===== src/npq_pkg.sv =====
// npq_pkg: shared types, constants and the palette ROM for the
// nearest palette quantizer. No dependencies.
package npq_pkg;

  // Field and datapath widths
  localparam int PIXEL_W      = 16;
  localparam int INDEX_W      = 6;
  localparam int DIM_W        = 9;
  localparam int CH_W         = 8;
  localparam int DIST_W       = 18;   // 4 * 255^2 fits in 18 bits
  localparam int ROM_IDX_W    = 8;    // covers palettes up to 256 entries
  localparam int ROM_ENTRIES  = 56;
  localparam int PALETTE_SIZE_DEF = 56;
  localparam logic [DIM_W-1:0] DIM_RESET = 9'd256;

  // RGB888 palette contents
  localparam logic [23:0] PAL_ROM [ROM_ENTRIES] = '{
    24'h666666, 24'h002A88, 24'h1412A7, 24'h3B00A4, 24'h5C007E, 24'h6E0040, 24'h6C0600,
    24'h561D00, 24'h333500, 24'h0B4800, 24'h005200, 24'h004F08, 24'h00404D, 24'h000000,
    24'hADADAD, 24'h155FD9, 24'h4240FF, 24'h7527FE, 24'hA01ACC, 24'hB71E7B, 24'hB53120,
    24'h994E00, 24'h6B6D00, 24'h388700, 24'h0C9300, 24'h008F32, 24'h007C8D, 24'h000000,
    24'hFFFEFF, 24'h64B0FF, 24'h9290FF, 24'hC676FF, 24'hF36AFF, 24'hFE6ECC, 24'hFE8170,
    24'hEA9E22, 24'hBCBE00, 24'h88D800, 24'h5CE430, 24'h45E082, 24'h48CDDE, 24'h4F4F4F,
    24'hFFFEFF, 24'hC0DFFF, 24'hD3D2FF, 24'hE8C8FF, 24'hFBC2FF, 24'hFEC4EA, 24'hFECCC5,
    24'hF7D8A5, 24'hE4E594, 24'hCFEF96, 24'hBDF4AB, 24'hB3ECDC, 24'h000000, 24'h000000
  };

  // Entries past the ROM read as black
  function automatic logic [23:0] npq_rom_read(input logic [ROM_IDX_W-1:0] idx);
    logic [23:0] val;
    val = 24'h000000;
    if (idx < ROM_IDX_W'(ROM_ENTRIES)) begin
      val = PAL_ROM[idx[5:0]];
    end
    return val;
  endfunction

endpackage


===== src/npq_if.sv =====
// npq_if: valid/ready channel interfaces for the pixel input and the
// quantized result. Depends on npq_pkg.
interface npq_pix_if import npq_pkg::*; ();
  logic               valid;
  logic               ready;
  logic [PIXEL_W-1:0] pixel_rgb565;

  modport source (output valid, output pixel_rgb565, input ready);
  modport sink   (input valid, input pixel_rgb565, output ready);
endinterface

interface npq_res_if import npq_pkg::*; ();
  logic               valid;
  logic               ready;
  logic [PIXEL_W-1:0] quantized_rgb565;
  logic [INDEX_W-1:0] palette_index;

  modport source (output valid, output quantized_rgb565, output palette_index,
                  input ready);
  modport sink   (input valid, input quantized_rgb565, input palette_index,
                  output ready);
endinterface


===== src/nearest_palette_quantizer_core.sv =====
// Nearest palette quantizer top level: sequencer, distance unit, dimming
// and output register. Depends on npq_pkg and the channels in npq_if.sv.
//
// Each accepted RGB565 beat is widened to RGB888 and compared against the
// palette one entry per clock with the weighted distance dR^2 + 2*dG^2 + dB^2;
// the first entry wins a tie. The winning color is scaled by dim_factor (Q8,
// 256 = full, saturating at 255) and packed back to RGB565 with its index.
// An item passes in turn through the accept in the idle state, the search of
// every palette entry through the single distance and compare unit, and the
// dimming into the output register. The result then waits in that register,
// so a new pixel is accepted while the previous result is still unread; the
// dim step of that next pixel holds until the register has been read.
// dim_factor is written through cfg_we and cfg_data and should only change
// while the block is idle.
module nearest_palette_quantizer_core
  import npq_pkg::*;
#(
  parameter int PALETTE_SIZE = PALETTE_SIZE_DEF
) (
  input  logic             clk,
  input  logic             rst,
  input  logic             cfg_we,
  input  logic [DIM_W-1:0] cfg_data,
  npq_pix_if.sink          pix,
  npq_res_if.source        res
);

  localparam int CNT_W = (PALETTE_SIZE > 1) ? $clog2(PALETTE_SIZE) : 1;
  localparam logic [CNT_W-1:0] LAST_IDX = CNT_W'(PALETTE_SIZE - 1);

  typedef enum logic [1:0] {
    ST_IDLE,
    ST_SEARCH,
    ST_DIM
  } state_t;

  state_t             state;
  logic [DIM_W-1:0]   dim_factor;
  logic [CH_W-1:0]    pix_r, pix_g, pix_b;
  logic [CNT_W-1:0]   idx;
  logic [CNT_W-1:0]   best;
  logic [DIST_W-1:0]  best_d;

  // Distance unit: one palette entry per cycle
  logic [23:0]        ent;
  logic [CH_W-1:0]    dr, dg, db;
  logic [2*CH_W-1:0]  sqr, sqg, sqb;
  logic [DIST_W-1:0]  ent_d;

  assign ent = npq_rom_read(ROM_IDX_W'(idx));

  always_comb begin
    dr    = (pix_r > ent[23:16]) ? pix_r - ent[23:16] : ent[23:16] - pix_r;
    dg    = (pix_g > ent[15:8])  ? pix_g - ent[15:8]  : ent[15:8]  - pix_g;
    db    = (pix_b > ent[7:0])   ? pix_b - ent[7:0]   : ent[7:0]   - pix_b;
    sqr   = dr * dr;
    sqg   = dg * dg;
    sqb   = db * db;
    ent_d = {2'b00, sqr} + {1'b0, sqg, 1'b0} + {2'b00, sqb};
  end

  // Dimming of the chosen entry, saturating at 255
  logic [23:0]           win;
  logic [CH_W+DIM_W-1:0] pr, pg, pb;
  logic [CH_W-1:0]       vr, vg, vb;
  logic [PIXEL_W-1:0]    packed_px;

  assign win = npq_rom_read(ROM_IDX_W'(best));

  always_comb begin
    pr = {{DIM_W{1'b0}}, win[23:16]} * {{CH_W{1'b0}}, dim_factor};
    pg = {{DIM_W{1'b0}}, win[15:8]}  * {{CH_W{1'b0}}, dim_factor};
    pb = {{DIM_W{1'b0}}, win[7:0]}   * {{CH_W{1'b0}}, dim_factor};
    vr = (pr[CH_W+DIM_W-1:16] != '0) ? 8'hFF : pr[15:8];
    vg = (pg[CH_W+DIM_W-1:16] != '0) ? 8'hFF : pg[15:8];
    vb = (pb[CH_W+DIM_W-1:16] != '0) ? 8'hFF : pb[15:8];
    packed_px = {vr[7:3], vg[7:2], vb[7:3]};
  end

  assign pix.ready = (state == ST_IDLE);

  // Configuration register
  always_ff @(posedge clk) begin
    if (rst) begin
      dim_factor <= DIM_RESET;
    end else if (cfg_we) begin
      dim_factor <= cfg_data;
    end
  end

  // Sequencer, search registers and output register
  always_ff @(posedge clk) begin
    if (rst) begin
      state     <= ST_IDLE;
      res.valid <= 1'b0;
    end else begin
      // the dim step reloads the register itself when it is read
      if (res.valid && res.ready && state != ST_DIM) begin
        res.valid <= 1'b0;
      end
      unique case (state)
        ST_IDLE: begin
          if (pix.valid) begin
            pix_r  <= {pix.pixel_rgb565[15:11], 3'b000};
            pix_g  <= {pix.pixel_rgb565[10:5], 2'b00};
            pix_b  <= {pix.pixel_rgb565[4:0], 3'b000};
            idx    <= '0;
            best   <= '0;
            best_d <= '1;
            state  <= ST_SEARCH;
          end
        end
        ST_SEARCH: begin
          // strict compare keeps the first entry on a tie
          if (ent_d < best_d) begin
            best_d <= ent_d;
            best   <= idx;
          end
          if (idx == LAST_IDX) begin
            state <= ST_DIM;
          end else begin
            idx <= idx + 1'b1;
          end
        end
        ST_DIM: begin
          // wait here while an earlier result is still unread
          if (!res.valid || res.ready) begin
            res.valid            <= 1'b1;
            res.quantized_rgb565 <= packed_px;
            res.palette_index    <= INDEX_W'(best);
            state                <= ST_IDLE;
          end
        end
        default: state <= ST_IDLE;
      endcase
    end
  end

`ifndef SYNTHESIS
  a_idx_range: assert property (@(posedge clk) disable iff (rst)
    (state == ST_SEARCH) |-> (idx <= LAST_IDX))
    else $error("search index past palette end");

  a_accept_starts_search: assert property (@(posedge clk) disable iff (rst)
    (pix.valid && pix.ready) |=> (state == ST_SEARCH))
    else $error("accepted pixel did not start a search");

  a_result_from_dim: assert property (@(posedge clk) disable iff (rst)
    $rose(res.valid) |-> ($past(state) == ST_DIM))
    else $error("result appeared outside the dim step");
`endif

endmodule


===== src/flat_wrapper.sv =====
// flat-port wrapper written by rule: the top's interface ports become plain ports
module nearest_palette_quantizer_core_flat import npq_pkg::*;
#(
  parameter int PALETTE_SIZE = PALETTE_SIZE_DEF
)
  (clk, rst, cfg_we, cfg_data, pix_valid, pix_pixel_rgb565, pix_ready, res_valid, res_quantized_rgb565, res_palette_index, res_ready);
  npq_pix_if pix_i ();
  npq_res_if res_i ();
  input  logic clk;
  input  logic rst;
  input  logic cfg_we;
  input  logic [DIM_W-1:0] cfg_data;
  input wire logic [$bits(pix_i.valid)-1:0] pix_valid;
  input wire logic [$bits(pix_i.pixel_rgb565)-1:0] pix_pixel_rgb565;
  output wire logic [$bits(pix_i.ready)-1:0] pix_ready;
  output wire logic [$bits(res_i.valid)-1:0] res_valid;
  output wire logic [$bits(res_i.quantized_rgb565)-1:0] res_quantized_rgb565;
  output wire logic [$bits(res_i.palette_index)-1:0] res_palette_index;
  input wire logic [$bits(res_i.ready)-1:0] res_ready;
  assign pix_i.valid = pix_valid;
  assign pix_i.pixel_rgb565 = pix_pixel_rgb565;
  assign pix_ready = pix_i.ready;
  assign res_valid = res_i.valid;
  assign res_quantized_rgb565 = res_i.quantized_rgb565;
  assign res_palette_index = res_i.palette_index;
  assign res_i.ready = res_ready;
  nearest_palette_quantizer_core #(.PALETTE_SIZE(PALETTE_SIZE)) u_core (.clk(clk), .rst(rst), .cfg_we(cfg_we), .cfg_data(cfg_data), .pix(pix_i), .res(res_i));
endmodule

===== config.mk =====
export PLATFORM = sky130hd
export DESIGN_NAME = nearest_palette_quantizer_core_flat
export DESIGN_NICKNAME = d
export VERILOG_FILES = /design/src/npq_pkg.sv /design/src/npq_if.sv /design/src/nearest_palette_quantizer_core.sv /design/src/flat_wrapper.sv
export SDC_FILE = /design/constraint.sdc
export NUM_CORES = 1
export LEC_CHECK = 0
export BUFFER_PORTS_ARGS = -buffer_cell sky130_fd_sc_hd__buf_2
export CORE_MARGIN = 3
export CORE_UTILIZATION = 62
export DETAILED_ROUTE_END_ITERATION = 8
export PLACE_DENSITY = 0.79
export SYNTH_ARGS = -nofsm -noshare
export SYNTH_HDL_FRONTEND = slang
export SYNTH_SLANG_ARGS = --single-unit

===== constraint.sdc =====
create_clock -name clk -period 18.7 [get_ports clk]
set_input_delay 0 -clock clk [delete_from_list [all_inputs] [get_ports clk]]
set_output_delay 0 -clock clk [all_outputs]
set_load 0.005 [all_outputs]

Word level (Yosys, flattened, before mapping)
Memory sizes are Yosys's and may differ from the RTL's. Cells that the tools add are included.

Eq/ne operators: 9. Multiply operators: 6. Divide/modulo/power cells: 0. Multiplexer cells: 24. Bitwise operators: 3. Shifts and indexed selects: 0. Magnitude comparators: 8. Add/sub/neg operators: 9. Reduce and logical (&&, ||, !) cells: 11.

Operator list (count): 2-to-1 mux 24 bit (6); multiplier 8 x 9 -> 17 bit (3); multiplier 8 x 8 -> 16 bit (3); subtractor 8 bit (6); 2-to-1 mux 18 bit (2); case mux 18 bit (2 select lines) (1); > comparator 8 bit (3); 2-to-1 mux 8 bit (3); case mux 6 bit (2 select lines) (2); adder 16 x 17 -> 18 bit (1); adder 18 x 16 -> 18 bit (1); less-than comparator 18 bit (1); 2-to-1 mux 6 bit (3); greater-or-equal comparator 7 bit, second input constant (2); NOT 6 -> 7 bit (2); less-than comparator 6 bit, second input constant (2); AND reduction 3 bit (3); AND reduction 4 bit (2); adder 6 x 1 -> 6 bit, second input constant (1); equality test 6 bit, second input constant (1); 2-to-1 mux 2 bit (3); != test 2 x 1 -> 1 bit, second input constant (3); != test 2 bit, second input constant (3); case mux 2 bit (3 select lines) (1); 9 further kinds (12).

Register bits after elaboration: 80. Memories: 2. Latch bits: 0. Bits in read-only memories: 3072. Memory bits (writable): 0. Input port bits: 30.

Memories: (no name shown) (depth 64, bits a word 24, read ports 1, clocked after Yosys merged registers in 0, wr ports 0, RTL line npq_pkg.sv:33) `val = PAL_ROM[idx[5:0]];`; (no name shown) (depth 64, bits a word 24, read ports 1, clocked after Yosys merged registers in 0, wr ports 0, RTL line npq_pkg.sv:33).

Longest topological paths before layout
Gate-level depths: netlist of the first run.

Depth after elaboration: 13. Depth in mapped cells: 54. Mapped depth without buffers: 51.

Least setup slack after synthesis of the first run
Ideal clock, no wire load.

Kind: register -> register. From: register u_core.idx[1]. To: register u_core.best[0] (enable). Clock period less this slack: 12803 ps. Data arrival time: 12390 ps. Library setup time: 413 ps. Cell stages (with the launch flop): 48. Slack: 5897 ps. Data required time: 18287 ps. Cells stage by stage: edfxtp_1 > buf_2 > clkbuf_1 > inv_1 > ha_1 > clkbuf_1 > a2111oi_1 > a2111oi_2 > or2_1 > a21oi_1 > inv_1 > ha_1 > a211oi_1 > o21ai_0 > nand2_2 > o211ai_1 > o21ai_0 > nand2_1 > [12 not listed] > ha_1 > fa_1 > inv_1 > fa_1 > fa_1 > inv_1 > ha_1 > nor3_1 > a2111oi_0 > nor3_1 > nor3_1 > xor2_1 > ha_1 > nor3b_1 > o21ai_0 > o41ai_1 > o21ai_0 > a21oi_1.

Cells in the longest elaborated chain, start to end: 13. Elaborated cells between the ends (all ways): 26. Classes of those cells: add/sub: 8; mul: 3; order compare: 5; eq/ne: 1; mux: 6; bitwise: 1; reduce/logical: 1; memory: 1.

RTL lines: from (decl) (RTL line nearest_palette_quantizer_core.sv:40) `logic [CNT_W-1:0] idx;`; from (signal assigned) (RTL line nearest_palette_quantizer_core.sv:122) `idx <= idx + 1'b1;`; NOT 6 -> 7 bit (not written as such) (RTL line npq_pkg.sv:33); memory read (64 x 24 bit); 2-to-1 mux 24 bit (not written as such) (2 in a row) (RTL line npq_pkg.sv:33); 2-to-1 mux 24 bit (*) (RTL line npq_pkg.sv:32) `if (idx < ROM_IDX_W'(ROM_ENTRIES)) begin`; subtractor 8 bit, or another cell as far along (RTL line nearest_palette_quantizer_core.sv:53) `dr = (pix_r > ent[23:16]) ? pix_r - ent[23:16] : ent[23:16] - pix_r;`; 2-to-1 mux 8 bit (on tied branches) (RTL line nearest_palette_quantizer_core.sv:53, nearest_palette_quantizer_core.sv:54); multiplier 8 x 8 -> 16 bit (on tied branches) (RTL line nearest_palette_quantizer_core.sv:56, nearest_palette_quantizer_core.sv:57); adder 16 x 17 -> 18 bit (RTL line nearest_palette_quantizer_core.sv:59) `ent_d = {2'b00, sqr} + {1'b0, sqg, 1'b0} + {2'b00, sqb};`; adder 18 x 16 -> 18 bit (*) (RTL line nearest_palette_quantizer_core.sv:59); via u_core.ent_d[17] (RTL line nearest_palette_quantizer_core.sv:48) `logic [DIST_W-1:0] ent_d;`; less-than comparator 18 bit (*) (RTL line nearest_palette_quantizer_core.sv:115) `if (ent_d < best_d) begin`; != test 2 x 1 -> 1 bit (no source line) (*); AND reduction 4 bit (no source line) (*); to (signal assigned) (RTL line nearest_palette_quantizer_core.sv:117) `best <= idx;`; to (decl) (RTL line nearest_palette_quantizer_core.sv:41) `logic [CNT_W-1:0] best;`.

Mark *: on every way through the listed nets, which the timed path passes. The rest lies on a longest branch. The select of a mux whose other input is x is not followed. A chain may end at the register's enable or synchronous reset.

Worst setup path after layout of the first run
From: register u_core.idx[1]. To: register u_core.best_d[0] (enable).

Cells in the longest elaborated chain, start to end: 13. Elaborated cells between the ends (all ways): 26. Classes of those cells: add/sub: 8; mul: 3; order compare: 5; eq/ne: 1; mux: 6; bitwise: 1; reduce/logical: 1; memory: 1.

RTL lines: NOT 6 -> 7 bit (not written as such) (RTL line npq_pkg.sv:33); memory read (64 x 24 bit); 2-to-1 mux 24 bit (not written as such) (2 in a row) (RTL line npq_pkg.sv:33); 2-to-1 mux 24 bit (*) (RTL line npq_pkg.sv:32); subtractor 8 bit, or another cell as far along (RTL line nearest_palette_quantizer_core.sv:53); 2-to-1 mux 8 bit (on tied branches) (RTL line nearest_palette_quantizer_core.sv:53, nearest_palette_quantizer_core.sv:54); multiplier 8 x 8 -> 16 bit (on tied branches) (RTL line nearest_palette_quantizer_core.sv:56, nearest_palette_quantizer_core.sv:57); adder 16 x 17 -> 18 bit (RTL line nearest_palette_quantizer_core.sv:59); adder 18 x 16 -> 18 bit (*) (RTL line nearest_palette_quantizer_core.sv:59); via u_core.ent_d[17] (RTL line nearest_palette_quantizer_core.sv:48); less-than comparator 18 bit (*) (RTL line nearest_palette_quantizer_core.sv:115); != test 2 x 1 -> 1 bit (no source line) (*); AND reduction 4 bit (no source line) (*); to (signal assigned) (RTL line nearest_palette_quantizer_core.sv:116) `best_d <= ent_d;`; to (decl) (RTL line nearest_palette_quantizer_core.sv:42) `logic [DIST_W-1:0] best_d;`.

Marked as above.

==> impl_metrics.csv, run 1 <==
group,metric,value,unit
synth,yosys_most_used_dff,"edfxtp_1",
place,dp_hpwl,42.4,mm
worst_setup_path,crit_required,18770,ps
worst_setup_path,crit_top_cell,"ha_1",
worst_setup_path,critPathTopFamily,"adder cells",
floorplan,die_y,190,µm
clock_tree,cts_tree,"done",
synth,synth-edff-count,68,
routing,post_drt_wl_per_cell,18.7,µm
clock_tree,clock_path_buffers,2,
synth,synth_top_family_by_area,"adder cells",
cells_and_area,drive_gt1_frac,0.0668,
synth,synth_area_leader_cell,"fa_1",
grt,grt_use_total,0.312,
timing,period_share,0.737,
grt,grt_use_met3,0.0370,
synth,synth.area.top_cells,"fa_1 (23%), ha_1 (16%), edfxtp_1 (9.7%)",
grt,overflow,0,
routing,drc,0,
timing,finalCriticalPeriod,13780,ps
synth,synth_compound_area_frac,0.166,
hold_path,min_from,"rst",
synth,avgSynthCellArea,8.40,µm²
grt,grt_util_met2,0.555,
worst_setup_path,regToRegEndpoint,"u_core.best_d[0]$_SDFFCE_PN1P_",
grt,antenna_found_initial,0,
routing,drtPass1Iterations,6,
grt,use_met1,0.379,
worst_setup_path,cpPeakStageDelay,960,ps
timing,skew,10.8,ps
timing,rsz0062_at_grt,"no",
place,port_buffers,53,
cells_and_area,fillers,2719,
routing,vias_per_cell,6.09,
grt,grt_pass1_wl,91.2,mm
worst_setup_path,cp-start-kind,"register",
worst_setup_path,worstSetupPathType,"register to register",
worst_setup_path,timing.rr.start,"u_core.idx[1]$_SDFFCE_PN0P_",
worst_setup_path,critPathCaptureType,"register",
synth,synth.top_cell.area_share,0.230,
synth,yosys.area_share.adder,0.394,
clock_tree,path_clk_slew,80,ps
timing,setup_viol,0,
worst_setup_path,reg2regPathDepth,45,
clock_tree,root_buffer,"clkbuf_16",
clock_tree,cts_max_level,3,
worst_setup_path,r2r_slack,4920,ps
run,maxCapViolCount,0,
synth,yosysSeqAreaShare,0.109,
clock_tree,cts.sinks,80,
timing,fmax,0.0725,GHz
synth,synth-xor-area-share,0.0306,
hold_path,hold_class,"input port to register",
timing,setup_tns,0,ps
run_status,status,"finished clean",
cells_and_area,n_antenna_cell,0,
routing,wl,54.9,mm
floorplan,rows,66,
cells_and_area,fin_nets,3040,
cells_and_area,area_growth,5.01,%
timing,tightest_slew,1200,ps
synth,syn_nets,3040,
grt,first_global_vias,18400,
worst_setup_path,crit_fanout,25,
synth,synth_warnings,0,
synth,ys_seq_elements,80,
synth,syn-instance-count,2494,
grt,grt.busiest_layer,"met2",
synth,netlist_top_cells_count,"inv_1 (374), ha_1 (275), fa_1 (241)",
hold_path,min_path_cells,2,
clock_tree,clk-insertion-delay-late,380,ps
clock_tree,cts_buffers,9,
synth,synth_cell_types,106,
timing,drv_slew,0,
synth,synthSimpleGateAreaFrac,0.188,
routing,ant_nets,0,
synth,syn_area,0.0210,mm²
routing,num_vias,17900,
floorplan,initial_core_util,0.636,
routing,drt-initial-drc-count,1781,
synth,yosysMostFrequentCell,"inv_1",
hold_path,whs_endpoint,"u_core.dim_factor[0]$_SDFFE_PP0P_",
grt,grt_max_degree,89,
worst_setup_path,crit_slowest_cell,"edfxtp_1",
floorplan,dieArea,0.0360,mm²
place,place.gp.congestion,1.00,
floorplan,io_pins,54,
synth,synth-async-reset-ratio,0,
floorplan,core-area,0.0329,mm²
timing,finalHoldViolCount,0,
floorplan,die_x,190,µm
timing,timing.slew.headroom,0.191,
worst_setup_path,path_depth,45,
worst_setup_path,crit_arrival,13850,ps
synth,synthMuxAreaShare,0.0204,
worst_setup_path,crit_buf_inv,5,
## logic make-up after synthesis
family | after synthesis
mux | 37
compound gates | 511
buf+inv | 492
fa+ha+maj | 516
simple gates | 787
other cells | 2
flops | 80
xor+xnor | 69
## placed cells by master, fill, tap and decap left out, types with 8 or more instances in the layout
| master | n |
|---|---|
| nand3_1 | 34 |
| edfxtp_1 | 68 |
| and3_1 | 12 |
| buf_2 | 53 |
| o21a_1 | 16 |
| mux2i_1 | 28 |
| nor2_1 | 183 |
| buf_4 | 21 |
| xnor2_1 | 44 |
| o31ai_1 | 12 |
| ha_1 | 275 |
| or2_2 | 23 |
| a221oi_1 | 8 |
| a21o_1 | 39 |
| nor3_1 | 45 |
| clkbuf_16 | 9 |
| a31oi_1 | 26 |
| a21oi_1 | 120 |
| xor2_1 | 20 |
| or3_1 | 9 |
| dlygate4sd3_1 | 27 |
| o22ai_1 | 10 |
| o21ai_0 | 97 |
| inv_1 | 374 |
| dfxtp_1 | 12 |
| a211oi_1 | 28 |
| a22oi_1 | 12 |
| nand4_1 | 10 |
| nand2_1 | 202 |
| nand2b_1 | 74 |
| nor2b_1 | 56 |
| a311oi_1 | 8 |
| o211ai_1 | 24 |
| nor3b_1 | 10 |
| fa_1 | 241 |
| and2_1 | 94 |
## state kept, by name (all words and copies together), names as in the netlist
signal / flops
u_core.pix_r: 5
u_core.idx: 6
u_core.res.palette_index: 6
u_core.best: 6
u_core.res.valid: 1
u_core.pix_g: 6
u_core.pix_b: 5
u_core.dim_factor: 9
u_core.state: 2
u_core.res.quantized_rgb565: 16
u_core.best_d: 18
## layer usage
layer  up-vias  share of wire
li1       8370              -
met1      8701           0.40
met2       687           0.50
met3       149          0.050
met4         0          0.042
met5         -              0
## per-stage QoR
step | util | hold slack (ps) | worst slack [ps] | cell area, µm² | std cells
floorplan | - | 98.6 | 5900 | 21000 | 2494
global placement | 0.651 | 177 | 5380 | 21400 | 2898
detailed placement | 0.651 | 178 | 5060 | 21400 | 2898
CTS | 0.668 | 6.44 | 5000 | 22000 | 2941
global route | 0.668 | 46.2 | 3920 | 22000 | 2941
finish | 0.668 | 25.1 | 4920 | 22000 | 2941
## worst max path at each step
stage | slack, ps | end | startpoint
final | 4920 | u_core.best_d[0]$_SDFFCE_PN1P_ | u_core.idx[1]$_SDFFCE_PN0P_
after CTS | 5000 | u_core.best[0]$_SDFFCE_PN0P_ | u_core.idx[1]$_SDFFCE_PN0P_
after global routing | 3920 | u_core.best[0]$_SDFFCE_PN0P_ | u_core.idx[1]$_SDFFCE_PN0P_
after detailed placement | 5060 | u_core.best[0]$_SDFFCE_PN0P_ | u_core.idx[1]$_SDFFCE_PN0P_
after floorplan | 5900 | u_core.best[0]$_SDFFCE_PN0P_ | u_core.idx[1]$_SDFFCE_PN0P_
after global placement | 5380 | u_core.best[0]$_SDFFCE_PN0P_ | u_core.idx[1]$_SDFFCE_PN0P_
## repair_timing
item / in CTS / in global routing
hold buffers: 27 / 0
setup buffers: 0 / 0
hold endpoints to repair: 26 / 0
resized for setup: 0 / 0
## layout make-up
type                       instances  area [µm²]  area share
clock buffer                       9         225      0.0102
clock inverter                     7        62.6     0.00284
inverter                         380        1430      0.0649
multi-input combinational       1922       16800       0.762
sequential                        80        2280       0.104
tap                              442         553      0.0251
timing repair buffer             101         693      0.0315
Power of run 1 is left out: the tool's default activity adds up to more than one toggle a clock period on the data nets, which glitch-free logic cannot reach.
==> run 2: changes to the inputs <==
--- a/config.mk
+++ b/config.mk
@@ -5,6 +5,7 @@
 export SDC_FILE = /design/constraint.sdc
 export NUM_CORES = 1
 export LEC_CHECK = 0
+export ABC_AREA = 1
 export BUFFER_PORTS_ARGS = -buffer_cell sky130_fd_sc_hd__buf_2
 export CORE_MARGIN = 3
 export CORE_UTILIZATION = 62
==> constraint.sdc (replaced) <==
create_clock -name clk -period 12.8 [get_ports clk]
set_input_delay 0 -clock clk [delete_from_list [all_inputs] [get_ports clk]]
set_output_delay 0 -clock clk [all_outputs]
set_load 0.005 [all_outputs]
==> run 2 against run 1 <==
Compared with the run above:
- global-route usage increased by 3.8 points
- via count increased by 9.3%
- count of clock-buffer cells in the layout unchanged
- utilization increased by 0.61 points
- maximum frequency increased by 14%
- non-clock buffer count increased by 13
- critical path type unchanged
- highest routed layer unchanged
==> impl_metrics.csv, run 2 <==
group,metric,value,unit
synth,synth_cell_types,66,
grt,grt_max_degree,37,
grt,antenna_found_initial,0,
worst_setup_path,cpPeakStageDelay,530,ps
synth,avgSynthCellArea,7.29,µm²
cells_and_area,top_register,"u_core.best_d",
place,dpl_cell_area,0.0214,mm²
place,place.gp.congestion,1.06,
worst_setup_path,worstSetupPathType,"register to register",
routing,vias_per_cell,5.85,
timing,finalCriticalPeriod,12060,ps
synth,synth.area.top_cells,"fa_1 (23%), ha_1 (17%), nand2_1 (10%)",
synth,yosysMostFrequentCell,"nand2_1",
synth,synth.top_cell.area_share,0.233,
timing,skew,9.90,ps
routing,wl_met2,30.1,mm
worst_setup_path,regToRegEndpoint,"u_core.best[1]$_SDFFCE_PN0P_",
synth,syn_area,0.0207,mm²
timing,drv_slew,0,
cells_and_area,fin_area,0.0220,mm²
timing,timing.slew.headroom,0.403,
floorplan,rows,66,
routing,drtPass1Iterations,6,
synth,netlist_top_cells_count,"nand2_1 (574), inv_1 (571), nor2_1 (291)",
routing,wirelength_met1,22.8,mm
cells_and_area,layout_common_cells,"nand2_1 (574), inv_1 (571), nor2_1 (291), ha_1 (275), fa_1 (241)",
synth,synth-edff-count,68,
synth,synth_area_leader_cell,"fa_1",
routing,drt-initial-drc-count,1533,
routing,wl_met3,4.30,mm
synth,synth_warnings,0,
worst_setup_path,timing.rr.start,"u_core.idx[0]$_SDFFCE_PN0P_",
grt,overflow,0,
worst_setup_path,crit_required,12860,ps
cells_and_area,area_growth,6.39,%
worst_setup_path,crit_arrival,12120,ps
clock_tree,cts_tree,"done",
worst_setup_path,reg2regPathDepth,52,
clock_tree,cts_buffers,9,
worst_setup_path,r2r_slack,740,ps
timing,finalHoldViolCount,0,
cells_and_area,drive_gt1_frac,0.0682,
cells_and_area,largest_reg_flops,18,
hold_path,whs_endpoint,"u_core.state[0]$_SDFFE_PP0P_",
routing,top_layer,"met4",
synth,yosys_most_used_dff,"edfxtp_1",
routing,drc,0,
clock_tree,cts_max_level,3,
worst_setup_path,crit_slowest_cell,"fa_1",
floorplan,io_pins,54,
cells_and_area,layout_commonest_cell,"nand2_1",
routing,ant_nets,0,
run_status,status,"finished clean",
synth,syn-instance-count,2843,
timing,fmax,0.0829,GHz
hold_path,min_from,"pix_valid",
timing,setup_tns,0,ps
floorplan,dieArea,0.0356,mm²
synth,syn_nets,3389,
clock_tree,root_buffer,"clkbuf_16",
grt,grt_pass1_wl,100,mm
grt,grt_use_total,0.350,
synth,yosysSeqAreaShare,0.110,
timing,setup_viol,0,
routing,post_drt_wl_per_cell,18.2,µm
cells_and_area,fin_nets,3445,
timing,holdWs,170,ps
timing,period_share,0.942,
timing,tightest_slew,895,ps
run,maxCapViolCount,0,
clock_tree,clock_path_buffers,2,
hold_path,hold_class,"input port to register",
floorplan,initial_core_util,0.633,
worst_setup_path,crit_top_cell,"inv_1",
clock_tree,cts.sinks,80,
clock_tree,path_clk_slew,70,ps
cells_and_area,n_antenna_cell,0,
cells_and_area,final_cells,3346,
clock_tree,clk-insertion-delay-late,370,ps
floorplan,die_y,189,µm
place,port_buffers,53,
hold_path,min_path_cells,3,
floorplan,core-area,0.0327,mm²
synth,ys_seq_elements,80,
routing,wl,61.1,mm
worst_setup_path,crit_fanout,24,
worst_setup_path,cp-start-kind,"register",
floorplan,die_x,189,µm
worst_setup_path,critPathCaptureType,"register",
synth,synth-async-reset-ratio,0,
place,placed_cells,3292,
cells_and_area,reg.largest.list,"u_core.best_d: 18 flops, u_core.res.quantized_rgb565: 16 flops, u_core.dim_factor: 9 flops",
grt,first_global_vias,20200,
place,dp_hpwl,48.9,mm
routing,num_vias,19600,
run 2: per-stage QoR:
stage	setup slack [ps]	util
floorplan	1030	-
global placement	934	0.653
detailed placement	492	0.653
CTS	513	0.672
global route	-39.3	0.674
finish	742	0.674
run 2: critical path, delay by kind of cell, from the launching register on:
kind	cells	cell delay [ps]
AO/OA/AOI/OAI	12	2560
XOR/XNOR	2	370
adder cells (fa/ha/maj)	13	5350
buffers and inverters	12	1210
flip-flops	1	470
AND/OR/NAND/NOR	13	1770
run 2: worst max-delay path by stage:
stage                                startpoint                      endpoint  slack (ps)
finish              u_core.idx[0]$_SDFFCE_PN0P_  u_core.best[1]$_SDFFCE_PN0P_         740
global route        u_core.idx[0]$_SDFFCE_PN0P_  u_core.best[1]$_SDFFCE_PN0P_         -40
CTS                 u_core.idx[0]$_SDFFCE_PN0P_  u_core.best[1]$_SDFFCE_PN0P_         510
detailed placement  u_core.idx[0]$_SDFFCE_PN0P_  u_core.best[1]$_SDFFCE_PN0P_         490
global placement    u_core.idx[0]$_SDFFCE_PN0P_  u_core.best[5]$_SDFFCE_PN0P_         930
floorplan           u_core.idx[1]$_SDFFCE_PN0P_  u_core.best[0]$_SDFFCE_PN0P_        1030
run 2: cells by family (layout without fill, tap and decap cells):
| kind of cell | after synthesis | in the layout | synth area share |
|---|---|---|---|
| flops | 80 | 80 | 0.110 |
| other cells | 2 | 2 | 0.000363 |
| buf+inv | 667 | 728 | 0.126 |
| xor+xnor | 49 | 49 | 0.0214 |
| simple gates | 1172 | 1172 | 0.241 |
| fa+ha+maj | 516 | 516 | 0.399 |
| compound gates | 357 | 357 | 0.102 |
run 2: layer usage:
metal / track usage / up-vias
li1: - / 9080
met1: 0.398 / 9292
met2: 0.623 / 934
met3: 0.0562 / 267
met4: 0.200 / 0
met5: 0 / -
run 2: layout make-up:
class                           count  area (µm²)
Clock buffer                        9         225
Clock inverter                      7        87.6
Fill cell                        2805       10700
Inverter                          598        2260
Multi-Input combinational cell   2096       15800
Sequential cell                    80        2280
Tap cell                          442         553
Timing Repair Buffer              114         802
run 2: what timing repair did:
| action | in CTS | in global routing |
|---|---|---|
| resized for setup | 0 | 4 |
| buffers inserted | 0 | 8 |
| setup endpoints to repair | 0 | 24 |
| hold buffers | 30 | 0 |
| hold endpoints to repair | 27 | 0 |
Power of run 2 is left out for the same reason.
